--- src/rtl/eotd_pkg.sv ---
package eotd_pkg;

  localparam int SAMPLE_W = 16;
  localparam int SQ_W     = 31;   // max square is 2^30
  localparam int SUM_W    = 43;
  localparam int POS_W    = 13;
  localparam int MS_W     = 16;
  localparam int FLEN_W   = 10;
  localparam int CFG_W    = 43;
  localparam int IDX_W    = 3;

  localparam logic [POS_W-1:0] FRAME_MAX = POS_W'(4096);

  localparam int QDEPTH = 4;
  localparam int QAW    = $clog2(QDEPTH);
  localparam int QCW    = $clog2(QDEPTH + 1);

  localparam logic [IDX_W-1:0] REG_FRAME_SAMPLES   = IDX_W'(0);
  localparam logic [IDX_W-1:0] REG_FRAME_LENGTH_MS = IDX_W'(1);
  localparam logic [IDX_W-1:0] REG_MIN_SPEECH_MS   = IDX_W'(2);
  localparam logic [IDX_W-1:0] REG_END_SILENCE_MS  = IDX_W'(3);
  localparam logic [IDX_W-1:0] REG_ENERGY_LIMIT    = IDX_W'(4);

  typedef enum logic [1:0] {
    VERDICT_NONE  = 2'd0,
    VERDICT_WAIT  = 2'd1,
    VERDICT_REPLY = 2'd2
  } verdict_t;

  typedef struct packed {
    logic [POS_W-1:0]  frame_len;     // already clamped to 1..FRAME_MAX
    logic [FLEN_W-1:0] step_ms;
    logic [MS_W-1:0]   min_speech;
    logic [MS_W-1:0]   end_silence;
    logic [SUM_W-1:0]  energy_limit;
  } cfg_t;

  typedef struct packed {
    logic [SQ_W-1:0] sq;
    logic            restart;
  } entry_t;

  function automatic logic [MS_W-1:0] sat_add_ms(logic [MS_W-1:0] a,
                                                 logic [FLEN_W-1:0] b);
    logic [MS_W:0] s;
    s = {1'b0, a} + (MS_W+1)'(b);
    return s[MS_W] ? {MS_W{1'b1}} : s[MS_W-1:0];
  endfunction

endpackage

--- src/rtl/eotd_if.sv ---
interface eotd_in_if;
  logic        valid;
  logic        ready;
  logic [15:0] sample;
  logic        restart;

  modport source (output valid, output sample, output restart, input ready);
  modport sink   (input valid, input sample, input restart, output ready);
endinterface

interface eotd_out_if;
  logic        valid;
  logic        ready;
  logic [15:0] voiced_ms;
  logic [15:0] tail_silence_ms;
  logic [42:0] peak_energy;
  logic        frame_is_speech;
  logic [1:0]  verdict;

  modport source (output valid, output voiced_ms, output tail_silence_ms,
                  output peak_energy, output frame_is_speech, output verdict,
                  input ready);
  modport sink   (input valid, input voiced_ms, input tail_silence_ms,
                  input peak_energy, input frame_is_speech, input verdict,
                  output ready);
endinterface

--- src/rtl/eotd_front.sv ---
module eotd_front (
  eotd_in_if.sink         in_ch,
  input  logic            q_full,
  output logic            push_valid,
  output eotd_pkg::entry_t push_data
);
  import eotd_pkg::*;

  logic signed [SAMPLE_W-1:0]   smp;
  logic signed [2*SAMPLE_W-1:0] prod;

  assign smp  = signed'(in_ch.sample);
  assign prod = smp * smp;

  // square lands in the queue register
  assign push_data.sq      = prod[SQ_W-1:0];
  assign push_data.restart = in_ch.restart;
  assign push_valid        = in_ch.valid;
  assign in_ch.ready       = !q_full;
endmodule

--- src/rtl/eotd_queue.sv ---
module eotd_queue (
  input  logic             clk,
  input  logic             rst_n,
  input  logic             push_valid,
  input  eotd_pkg::entry_t push_data,
  output logic             full,
  output logic             pop_valid,
  output eotd_pkg::entry_t pop_data,
  input  logic             pop_ready
);
  import eotd_pkg::*;

  entry_t           mem_r [QDEPTH];
  logic [QAW-1:0]   wr_ptr_r, wr_ptr_nxt;
  logic [QAW-1:0]   rd_ptr_r, rd_ptr_nxt;
  logic [QCW-1:0]   cnt_r, cnt_nxt;
  logic             push, pop;

  assign full      = (cnt_r == QCW'(QDEPTH));
  assign pop_valid = (cnt_r != '0);
  assign push      = push_valid && !full;
  assign pop       = pop_valid && pop_ready;
  assign pop_data  = mem_r[rd_ptr_r];

  always_comb begin
    wr_ptr_nxt = push ? wr_ptr_r + QAW'(1) : wr_ptr_r;
    rd_ptr_nxt = pop  ? rd_ptr_r + QAW'(1) : rd_ptr_r;
    cnt_nxt    = cnt_r + QCW'(push) - QCW'(pop);
  end

  always_ff @(posedge clk) begin
    if (!rst_n) begin
      wr_ptr_r <= '0;
      rd_ptr_r <= '0;
      cnt_r    <= '0;
    end else begin
      wr_ptr_r <= wr_ptr_nxt;
      rd_ptr_r <= rd_ptr_nxt;
      cnt_r    <= cnt_nxt;
    end
  end

  always_ff @(posedge clk) begin
    if (push) begin
      mem_r[wr_ptr_r] <= push_data;
    end
  end
endmodule

--- src/rtl/eotd_back.sv ---
module eotd_back (
  input  logic             clk,
  input  logic             rst_n,
  input  eotd_pkg::cfg_t   cfg,
  input  logic             q_valid,
  input  eotd_pkg::entry_t q_data,
  output logic             q_ready,
  eotd_out_if.source       out_ch
);
  import eotd_pkg::*;

  // accumulate stage
  logic [SUM_W-1:0] sum_r, sum_nxt;
  logic [POS_W-1:0] pos_r, pos_nxt;
  logic             ev_valid_r, ev_valid_nxt;
  logic             ev_restart_r, ev_done_r;
  logic [SUM_W-1:0] ev_sum_r;

  logic             pop;
  logic [SUM_W-1:0] base_sum, acc_sat;
  logic [SUM_W:0]   acc;
  logic [POS_W-1:0] base_pos, pos_inc;
  logic             acc_done;

  // decision stage
  logic [MS_W-1:0]  speech_r, speech_nxt;
  logic [MS_W-1:0]  sil_r, sil_nxt;
  logic [SUM_W-1:0] peak_r, peak_nxt;
  logic             out_valid_r, out_valid_nxt;
  logic [MS_W-1:0]  o_speech_r, o_sil_r;
  logic [SUM_W-1:0] o_peak_r;
  logic             o_is_speech_r;
  verdict_t         o_verdict_r;

  logic             out_free, b_go;
  logic [MS_W-1:0]  sp_base, sil_base, sp_new, sil_new;
  logic [SUM_W-1:0] pk_base, clamped, pk_new;
  logic             is_speech;
  verdict_t         verdict;

  assign out_free = !out_valid_r || out_ch.ready;
  assign b_go     = ev_valid_r && (!ev_done_r || out_free);
  assign q_ready  = !ev_valid_r || b_go;
  assign pop      = q_valid && q_ready;

  always_comb begin
    base_sum = q_data.restart ? '0 : sum_r;
    base_pos = q_data.restart ? '0 : pos_r;
    acc      = {1'b0, base_sum} + (SUM_W+1)'(q_data.sq);
    acc_sat  = acc[SUM_W] ? {SUM_W{1'b1}} : acc[SUM_W-1:0];
    pos_inc  = base_pos + POS_W'(1);
    acc_done = (pos_inc >= cfg.frame_len);

    sum_nxt = sum_r;
    pos_nxt = pos_r;
    if (pop) begin
      sum_nxt = acc_done ? '0 : acc_sat;
      pos_nxt = acc_done ? '0 : pos_inc;
    end

    if (pop) begin
      ev_valid_nxt = 1'b1;
    end else if (b_go) begin
      ev_valid_nxt = 1'b0;
    end else begin
      ev_valid_nxt = ev_valid_r;
    end
  end

  always_comb begin
    sp_base  = ev_restart_r ? '0 : speech_r;
    sil_base = ev_restart_r ? '0 : sil_r;
    pk_base  = ev_restart_r ? '0 : peak_r;

    is_speech = (ev_sum_r >= cfg.energy_limit);
    clamped   = is_speech ? cfg.energy_limit : ev_sum_r;
    pk_new    = (clamped > pk_base) ? clamped : pk_base;

    if (is_speech) begin
      sp_new  = sat_add_ms(sp_base, cfg.step_ms);
      sil_new = '0;
    end else begin
      sp_new  = sp_base;
      sil_new = (sp_base != '0) ? sat_add_ms(sil_base, cfg.step_ms) : sil_base;
    end

    if (sp_new < cfg.min_speech) begin
      verdict = VERDICT_NONE;
    end else if (sil_new >= cfg.end_silence) begin
      verdict = VERDICT_REPLY;
    end else begin
      verdict = VERDICT_WAIT;
    end

    speech_nxt = speech_r;
    sil_nxt    = sil_r;
    peak_nxt   = peak_r;
    if (b_go) begin
      if (ev_done_r && (verdict == VERDICT_REPLY)) begin
        speech_nxt = '0;
        sil_nxt    = '0;
        peak_nxt   = '0;
      end else if (ev_done_r) begin
        speech_nxt = sp_new;
        sil_nxt    = sil_new;
        peak_nxt   = pk_new;
      end else begin
        speech_nxt = sp_base;
        sil_nxt    = sil_base;
        peak_nxt   = pk_base;
      end
    end

    if (b_go && ev_done_r) begin
      out_valid_nxt = 1'b1;
    end else if (out_ch.ready) begin
      out_valid_nxt = 1'b0;
    end else begin
      out_valid_nxt = out_valid_r;
    end
  end

  always_ff @(posedge clk) begin
    if (!rst_n) begin
      sum_r       <= '0;
      pos_r       <= '0;
      ev_valid_r  <= 1'b0;
      speech_r    <= '0;
      sil_r       <= '0;
      peak_r      <= '0;
      out_valid_r <= 1'b0;
    end else begin
      sum_r       <= sum_nxt;
      pos_r       <= pos_nxt;
      ev_valid_r  <= ev_valid_nxt;
      speech_r    <= speech_nxt;
      sil_r       <= sil_nxt;
      peak_r      <= peak_nxt;
      out_valid_r <= out_valid_nxt;
    end
  end

  // payload registers
  always_ff @(posedge clk) begin
    if (pop) begin
      ev_restart_r <= q_data.restart;
      ev_done_r    <= acc_done;
      ev_sum_r     <= acc_sat;
    end
    if (b_go && ev_done_r) begin
      o_speech_r    <= sp_new;
      o_sil_r       <= sil_new;
      o_peak_r      <= pk_new;
      o_is_speech_r <= is_speech;
      o_verdict_r   <= verdict;
    end
  end

  assign out_ch.valid           = out_valid_r;
  assign out_ch.voiced_ms       = o_speech_r;
  assign out_ch.tail_silence_ms = o_sil_r;
  assign out_ch.peak_energy     = o_peak_r;
  assign out_ch.frame_is_speech = o_is_speech_r;
  assign out_ch.verdict         = o_verdict_r;
endmodule

--- src/rtl/energy_end_of_turn_detector_unit.sv ---
// Energy end-of-turn detector: frame energy VAD with speech/silence hangover.
// Throughput: one sample per cycle unless the output stalls; one result per
//   finished frame. A frame's last sample is registered in turn: square into
//   queue, accumulate stage, decision into output register.
// Reset: synchronous, active-low rst_n; clears queue, counters, frame sum and
//   peak, and loads the default register values. No clearing pass.
module energy_end_of_turn_detector_unit (
  input  logic              clk,
  input  logic              rst_n,
  eotd_in_if.sink           in_ch,
  eotd_out_if.source        out_ch,
  input  logic              cfg_we,
  input  logic [2:0]        cfg_idx,
  input  logic [42:0]       cfg_data
);
  import eotd_pkg::*;

  cfg_t   cfg_r, cfg_nxt;
  logic   push_valid;
  entry_t push_data;
  logic   q_full;
  logic   q_valid;
  entry_t q_data;
  logic   q_ready;

  logic [POS_W-1:0] fs_raw;

  // Register file. Frame length is clamped to 1..FRAME_MAX on write so the
  // accumulate stage compares against a ready value.
  always_comb begin
    fs_raw  = cfg_data[POS_W-1:0];
    cfg_nxt = cfg_r;
    if (cfg_we) begin
      case (cfg_idx)
        REG_FRAME_SAMPLES: begin
          if (fs_raw == '0) begin
            cfg_nxt.frame_len = POS_W'(1);
          end else if (fs_raw > FRAME_MAX) begin
            cfg_nxt.frame_len = FRAME_MAX;
          end else begin
            cfg_nxt.frame_len = fs_raw;
          end
        end
        REG_FRAME_LENGTH_MS: cfg_nxt.step_ms      = cfg_data[FLEN_W-1:0];
        REG_MIN_SPEECH_MS:   cfg_nxt.min_speech   = cfg_data[MS_W-1:0];
        REG_END_SILENCE_MS:  cfg_nxt.end_silence  = cfg_data[MS_W-1:0];
        REG_ENERGY_LIMIT:    cfg_nxt.energy_limit = cfg_data[SUM_W-1:0];
        default: ;  // unmapped index: write dropped
      endcase
    end
  end

  always_ff @(posedge clk) begin
    if (!rst_n) begin
      cfg_r.frame_len    <= POS_W'(160);
      cfg_r.step_ms      <= FLEN_W'(20);
      cfg_r.min_speech   <= MS_W'(180);
      cfg_r.end_silence  <= MS_W'(650);
      cfg_r.energy_limit <= SUM_W'(24738900);
    end else begin
      cfg_r <= cfg_nxt;
    end
  end

  // Front: square each sample, tag restart, push into the queue.
  eotd_front u_front (
    .in_ch      (in_ch),
    .q_full     (q_full),
    .push_valid (push_valid),
    .push_data  (push_data)
  );

  // Short queue decouples intake from the accumulate/decide pipeline.
  eotd_queue u_queue (
    .clk        (clk),
    .rst_n      (rst_n),
    .push_valid (push_valid),
    .push_data  (push_data),
    .full       (q_full),
    .pop_valid  (q_valid),
    .pop_data   (q_data),
    .pop_ready  (q_ready)
  );

  // Back: frame accumulation, speech decision, hangover counters, output reg.
  eotd_back u_back (
    .clk     (clk),
    .rst_n   (rst_n),
    .cfg     (cfg_r),
    .q_valid (q_valid),
    .q_data  (q_data),
    .q_ready (q_ready),
    .out_ch  (out_ch)
  );
endmodule

--- src/flat_wrapper.sv ---
// flat-port wrapper written by rule: the top's interface ports become plain ports
module energy_end_of_turn_detector_unit_flat import eotd_pkg::*;
  (clk, rst_n, cfg_we, cfg_idx, cfg_data, in_ch_valid, in_ch_sample, in_ch_restart, in_ch_ready, out_ch_valid, out_ch_voiced_ms, out_ch_tail_silence_ms, out_ch_peak_energy, out_ch_frame_is_speech, out_ch_verdict, out_ch_ready);
  eotd_in_if in_ch_i ();
  eotd_out_if out_ch_i ();
  input  logic clk;
  input  logic rst_n;
  input  logic cfg_we;
  input  logic [2:0] cfg_idx;
  input  logic [42:0] cfg_data;
  input wire logic [$bits(in_ch_i.valid)-1:0] in_ch_valid;
  input wire logic [$bits(in_ch_i.sample)-1:0] in_ch_sample;
  input wire logic [$bits(in_ch_i.restart)-1:0] in_ch_restart;
  output wire logic [$bits(in_ch_i.ready)-1:0] in_ch_ready;
  output wire logic [$bits(out_ch_i.valid)-1:0] out_ch_valid;
  output wire logic [$bits(out_ch_i.voiced_ms)-1:0] out_ch_voiced_ms;
  output wire logic [$bits(out_ch_i.tail_silence_ms)-1:0] out_ch_tail_silence_ms;
  output wire logic [$bits(out_ch_i.peak_energy)-1:0] out_ch_peak_energy;
  output wire logic [$bits(out_ch_i.frame_is_speech)-1:0] out_ch_frame_is_speech;
  output wire logic [$bits(out_ch_i.verdict)-1:0] out_ch_verdict;
  input wire logic [$bits(out_ch_i.ready)-1:0] out_ch_ready;
  assign in_ch_i.valid = in_ch_valid;
  assign in_ch_i.sample = in_ch_sample;
  assign in_ch_i.restart = in_ch_restart;
  assign in_ch_ready = in_ch_i.ready;
  assign out_ch_valid = out_ch_i.valid;
  assign out_ch_voiced_ms = out_ch_i.voiced_ms;
  assign out_ch_tail_silence_ms = out_ch_i.tail_silence_ms;
  assign out_ch_peak_energy = out_ch_i.peak_energy;
  assign out_ch_frame_is_speech = out_ch_i.frame_is_speech;
  assign out_ch_verdict = out_ch_i.verdict;
  assign out_ch_i.ready = out_ch_ready;
  energy_end_of_turn_detector_unit u_core (.clk(clk), .rst_n(rst_n), .in_ch(in_ch_i), .out_ch(out_ch_i), .cfg_we(cfg_we), .cfg_idx(cfg_idx), .cfg_data(cfg_data));
endmodule
--- config.mk ---
export PLATFORM = sky130hd
export DESIGN_NAME = energy_end_of_turn_detector_unit_flat
export DESIGN_NICKNAME = d
export VERILOG_FILES = /design/src/rtl/eotd_pkg.sv /design/src/rtl/eotd_if.sv /design/src/rtl/eotd_front.sv /design/src/rtl/eotd_queue.sv /design/src/rtl/eotd_back.sv /design/src/rtl/energy_end_of_turn_detector_unit.sv /design/src/flat_wrapper.sv
export SDC_FILE = /design/constraint.sdc
export NUM_CORES = 2
export LEC_CHECK = 0
export ABC_AREA = 1
export BUFFER_PORTS_ARGS = -buffer_cell sky130_fd_sc_hd__buf_2
export CORE_ASPECT_RATIO = 0.8
export CORE_MARGIN = 10
export CORE_UTILIZATION = 50
export DETAILED_ROUTE_END_ITERATION = 7
export PLACE_DENSITY = 0.63
export SETUP_SLACK_MARGIN = 0.2
export SLEW_MARGIN = 0
export SYNTH_ARGS = -nofsm -noshare
export SYNTH_HDL_FRONTEND = slang
export SYNTH_HIERARCHICAL = 1
export SYNTH_SLANG_ARGS = --single-unit
--- constraint.sdc ---
create_clock -name clk -period 13.4 [get_ports clk]
set_clock_uncertainty 0.05 [all_clocks]
set_input_delay 2.68 -clock clk [delete_from_list [all_inputs] [get_ports clk]]
set_output_delay 2.68 -clock clk [all_outputs]
set_load 0.05 [all_outputs]
# Word level (Yosys, flattened, before mapping)
# Memories as Yosys holds them, arrays and structs flattened. A register that Yosys moved wholly into a read port is not among the register bits.
# Cells that the tools add are included.
op_classes:
  n_reduce_logical: 23
  eq_ne: 6
  n_lt_le_gt_ge: 6
  n_mul: 1
  mux: 33
  add_sub_neg: 8
ops:
  columns: ["op", "n"]
  rows:
  - ["$mux 43", 8]
  - ["$mux 16", 11]
  - ["$mux 13", 4]
  - ["$add 43x31->44", 1]
  - ["$ge 43x43->1", 1]
  - ["$gt 43x43->1", 1]
  - ["$add 16x10->17", 2]
  - ["$mul 16x16->31", 1]
  - ["$ge 16x16->1", 1]
  - ["$lt 16x16->1", 1]
  - ["$reduce_bool 16->1", 1]
  - ["$add 13x1->13 const B", 1]
  - ["$ge 13x13->1", 1]
  - ["$gt 13x13->1 const B", 1]
  - ["$logic_not 13->1", 1]
  - ["$reduce_and 2->1", 5]
  - ["$mux 2", 4]
  - ["$eq 3x2->1 const B", 2]
  - ["$eq 3x3->1 const B", 2]
  - ["$mux 1", 6]
  - ["$logic_and 1x1->1", 5]
  - ["$add 2x1->2 const B", 2]
  - ["$logic_not 1->1", 4]
  - ["$reduce_bool 2->1", 2]
  - ["other kinds (7)", 9]
word_totals:
  register_bits: 361
  in_bits: 68
  memories: 1
  word_cells: 101
  mem_bits_rw: 128
  output_inout_bits: 80
mem_list:
  columns: ["name", "depth", "word_bits", "read_ports", "rd_ports_with_merged_regs", "wr", "line_no", "text"]
  rows:
  - ["u_core.u_queue.mem_r", 4, 32, 1, 1, 1, "eotd_queue.sv:13", "entry_t mem_r [QDEPTH];"]

# Depth between registers and ports, before layout
depth:
  depth_word: 11
  depth_mapped: 40
  depth_no_buf: 35

# Cells and area by module
# The synthesis kept the hierarchy.
by_module_without_submodules:
  columns: ["module", "cells_per_inst", "n_inst", "area_per_inst_um2"]
  rows:
  - ["eotd_back", 2674, 1, 18993.2]
  - ["eotd_front", 1245, 1, 9615.5]
  - ["eotd_queue", 375, 1, 5257.5]
  - ["energy_end_of_turn_detector_unit", 437, 1, 3555.9]

# Least setup slack after synthesis
# Ideal clock, no wire load.
synth_path:
  kind: "in2reg"
  start: "input in_ch_sample[1]"
  end: "memory u_core/u_queue/mem_r[0][31] in the netlist's numbering, data pin"
  slack_ns: 5.002
  t_arrival_ns: 8.083
  cell_stages: 25
  setup_time_ns: 0.265
  cell_sequence: "clkbuf_1 -> clkbuf_1 -> nand2_1 -> inv_1 -> fa_1 -> fa_1 -> inv_1 -> fa_1 -> fa_1 -> inv_1 -> fa_1 -> inv_1 -> fa_1 -> inv_1 -> ha_1 -> nand2_1 -> inv_1 -> nand2_1 -> nor3_2 -> and2_1 -> nand2_1 -> nand2_1 -> inv_1 -> nand2_1 -> nand2_1"
synth_lines:
  columns: ["item", "line_no", "text"]
  rows:
  - ["start, declared", "flat_wrapper.sv:12", "input wire logic [$bits(in_ch_i.sample)-1:0] in_ch_sample;"]
  - ["end, declared", "eotd_queue.sv:13", null]

==> flow_summary.ini <==
[clock_tree]
cts_inserted_buffers = 52
path_clk_slew_ns = 0.06
clock_network_latency_to_the_later_pin_of_the_worst_skew_pair_ns = 0.63
cts-root-to-sink-buffers = 3
clock-root-buffer = sky130_fd_sc_hd__clkbuf_16
htreeDepth = 2
cts_setup_buffers = 0
cts_tree = built
cts_hold_buf = 0
cts.sinks = 491
ctsResizeCount = 0

[critical_path]
critical-path-slowest-cell = sky130_fd_sc_hd__fa_1
crit_path_start_kind = input pin
start_point_of_the_critical_path = in_ch_sample[15]
regToRegEndpoint = u_core/u_back/peak_r[31]
worst_ep_required_time_ns = 13.68
critical_path_buf_inv_count = 8
reg2reg_depth = 30
cpPeakStageDelay_ns = 0.90
worstPathCellList = buf_2 > nand2_1 > fa_1 > inv_1 > fa_1 > inv_1 > fa_1 > fa_1 > inv_1 > fa_1 > inv_1 > fa_1 > inv_1 > ha_1 > nand2_1 > inv_1 > nand2_1 > nor3_2 > and2_1 > nand2_1 > nand2_1 > inv_1 > nand2_1 > nand2_1
worstSetupEndpointType = flip-flop
critical_path_arrival_ns = 8.48
crit-reg2reg-launch = u_core/u_back/ev_sum_r[23]
critPathKind = input pin to flip-flop
timing.reg2reg.setup_slack_ns = 6.72
worst-path-stages = 24
cp_top_family = adder cells
timing.critical_path.to = u_core/u_queue/mem_r[1][31]
critical_path.max_fanout = 23

[finish]
ratio_of_cells_with_drive_above_1_in_the_final_layout = 0.0951
multi_input_area_mm2 = 0.0208
area.sequential_mm2 = 0.0123
finalInstanceArea_mm2 = 0.0405
filler_cell_count = 7126
net_count_reported_at_finish = 5347
flow.area_growth_from_synthesis_pct = 8.23

[outcome]
run_status = complete, no violations

[detailed_routing]
drt_iter0_markers = 2412
antenna_violating_nets_post_route = 0
drc_errors = 0
routed-via-count = 29900
via_per_inst = 5.14
drt_pre_antenna_iters = 8
drt_wl_total_mm = 95.4
wl_per_cell_um = 16.4

[die]
floorplan.die_area_mm2 = 0.0863
initial_utilization = 0.506
die_width_um = 326
io_pins = 148
floorplan.die.height_um = 265
core.rowCount = 89
placeableCoreArea_mm2 = 0.0739

[global_route]
grt_antenna_before_repair = 4
globalRoute.totalOverflow = 0
first_global_vias = 28500
globalRouteTotalUtil = 0.219
grt_max_degree = 87
grt_pass1_wl_mm = 155

[timing]
rsz0062_at_grt = false
maxClockFrequency_ghz = 0.122
final_hold_viol_count = 0
layout_worst_path_cycle_share = 0.612
setup_viol = 0
fin_ws_ns = 5.20
fin_tns_setup_ns = 0
layout_min_cycle_time_ns = 8.20
timing.slew.headroom = 0.327
hold-worst-slack_ns = 0.414
tightestPinTransition_ns = 1.01
slew_viol_final = 0

[logic_synthesis]
post_synthesis_compound_gate_area_fraction = 0.126
synth_mux_area_frac = 0.000301
synth_top_family_by_area = adder cells
synth_enable_flop_cells = 251
syn_area_mm2 = 0.0374
synth-seq-cells = 491
synth.largest_area_cell = sky130_fd_sc_hd__edfxtp_1
synthDistinctLibCells = 69
seq_area_frac_synth = 0.330
post_synth_and_or_nand_nor_area_fraction = 0.195
netlist.area_leader.share = 0.201
synth.top_cells.by_area = sky130_fd_sc_hd__edfxtp_1 (20%), sky130_fd_sc_hd__dfxtp_1 (13%), sky130_fd_sc_hd__fa_1 (12%), sky130_fd_sc_hd__nand2_1 (11%), sky130_fd_sc_hd__ha_1 (9.2%)
yosys.area_share.xor_xnor = 0.0166
mappedNetlistNets = 5307
synthesis.instances = 4731
synthesis.yosys.warnings = 6
syn-mean-instance-area_um2 = 7.91
synthAdderAreaFrac = 0.217
synth_top_flop_cell = sky130_fd_sc_hd__edfxtp_1
asr_flop_ratio_synth = 0

[placement]
port_buffers = 147
post_dp_cell_area_mm2 = 0.0386
place.detailed.hpwl_mm = 71.5
detailedPlace.worstSlack_ns = 4.60
final_wtd_congestion = 0.912

[run]
drv.max_cap_violation_count = 0

[hold_path]
min_path_type = flip-flop to flip-flop
-- registers in the layout (all words and copies together), names as in the netlist, 3 cells and up, named ones only --
signal,flops
u_core/cfg_r,98
u_core/u_back/out_ch.voiced_ms,16
u_core/u_back/pos_r,13
u_core/u_back/ev_sum_r,43
u_core/u_back/sum_r,43
u_core/u_back/out_ch.tail_silence_ms,16
u_core/u_back/speech_r,16
u_core/u_back/sil_r,16
u_core/u_back/peak_r,43
u_core/u_back/out_ch.peak_energy,43
u_core/u_queue/mem_r,128
u_core/u_queue/cnt_r,3
-- Yosys cell counts (12+ instances only) --
| cell | number |
|---|---|
| sky130_fd_sc_hd__nand2_1 | 1051 |
| sky130_fd_sc_hd__inv_1 | 843 |
| sky130_fd_sc_hd__nor2_1 | 409 |
| sky130_fd_sc_hd__a21oi_1 | 372 |
| sky130_fd_sc_hd__ha_1 | 275 |
| sky130_fd_sc_hd__edfxtp_1 | 251 |
| sky130_fd_sc_hd__dfxtp_1 | 240 |
| sky130_fd_sc_hd__fa_1 | 233 |
| sky130_fd_sc_hd__o21ai_0 | 186 |
| sky130_fd_sc_hd__nand3_1 | 132 |
| sky130_fd_sc_hd__clkbuf_1 | 100 |
| sky130_fd_sc_hd__o21ai_1 | 91 |
| sky130_fd_sc_hd__xor2_1 | 56 |
| sky130_fd_sc_hd__o21ai_2 | 44 |
| sky130_fd_sc_hd__o22ai_1 | 33 |
| sky130_fd_sc_hd__nand4_1 | 32 |
| sky130_fd_sc_hd__buf_6 | 29 |
| sky130_fd_sc_hd__inv_2 | 28 |
| sky130_fd_sc_hd__nand2_2 | 27 |
| sky130_fd_sc_hd__buf_2 | 26 |
| sky130_fd_sc_hd__or2_2 | 26 |
| sky130_fd_sc_hd__nor3_1 | 25 |
| sky130_fd_sc_hd__o21a_1 | 21 |
| sky130_fd_sc_hd__a21oi_2 | 17 |
| sky130_fd_sc_hd__buf_4 | 17 |
| sky130_fd_sc_hd__xnor2_1 | 15 |
| sky130_fd_sc_hd__o211ai_1 | 14 |
| sky130_fd_sc_hd__nor2_2 | 12 |
-- cells in the final DEF (no fill, tap or decap), drive strengths merged, types with 2 or more instances in the layout --
cell type / n
edfxtp: 251
o22ai: 33
ha: 275
o311ai: 2
xnor2: 15
nor2: 423
a31oi: 8
nand4: 32
a211oi: 4
xor2: 56
dfxtp: 240
a22oi: 4
inv: 877
o21ai: 322
fa: 233
o211ai: 16
nor3: 30
o21a: 21
clkinvlp: 6
nand2: 1078
or2: 31
nor4: 8
nand3b: 9
o21bai: 10
a21boi: 8
and2: 2
bufinv: 9
a21o: 9
a31o: 2
clkinv: 20
clkbuf: 64
nand3: 144
buf: 171
a21oi: 389
diode: 4
o2111ai: 2
-- how the worst min path moves through the flow --
| stage | startpoint | end | slack [ns] | cells after the start |
|---|---|---|---|---|
| 3_5_place_dp | u_core/cfg_r[63] | u_core/cfg_r[63] | 0.40 | 2 |
| 4_1_cts | u_core/u_back/sil_r[4] | u_core/u_back/sil_r[4] | 0.41 | 2 |
| 5_1_grt | u_core/u_back/peak_r[25] | u_core/u_back/peak_r[25] | 0.43 | 2 |
| 3_3_place_gp | u_core/cfg_r[64] | u_core/cfg_r[64] | 0.39 | 2 |
| 6_report | u_core/u_back/sum_r[23] | u_core/u_back/sum_r[23] | 0.41 | 2 |
| 2_1_floorplan | u_core/cfg_r[63] | u_core/cfg_r[63] | 0.38 | 2 |
-- metal layers --
layer	up-vias	GRT usage	wire length (µm)
met5	-	0	0
met4	0	0.0480	1870
met3	114	0.0338	6010
met2	692	0.341	41800
met1	14000	0.319	45700
li1	15100	-	-
-- layout make-up --
type | instances | share of cell area
Multi-Input combinational cell | 3177 | 0.514
Sequential cell | 491 | 0.305
Inverter | 878 | 0.0817
Clock buffer | 64 | 0.0353
Tap cell | 1001 | 0.0309
Timing Repair Buffer | 171 | 0.0226
Clock inverter | 34 | 0.0109
Antenna cell | 4 | 0.000247
-- metrics by stage --
stage / utilization / std cells
finish: 0.548 / 5820
global route: 0.548 / 5816
CTS: 0.548 / 5816
detailed placement: 0.522 / 5718
global placement: 0.522 / 5718
floorplan: - / 4731
-- cells by family after synthesis --
family                   count (synthesis)
AO/OA/AOI/OAI                          835
XOR/XNOR                                71
adder cells (fa/ha/maj)                508
buffers and inverters                 1063
flip-flops                             491
multiplexers                             1
other                                    1
AND/OR/NAND/NOR                       1761
-- worst reg2reg max path, delay by kind of cell (launching register included) --
kind                     cells  cell delay [ns]
AO/OA/AOI/OAI                3             0.47
adder cells (fa/ha/maj)      2             0.66
buffers and inverters        8             2.65
flip-flops                   1             0.47
AND/OR/NAND/NOR             17             2.32
Power is left out: the tool's default activity adds up to more than one toggle a clock period on the data nets, which glitch-free logic cannot reach.
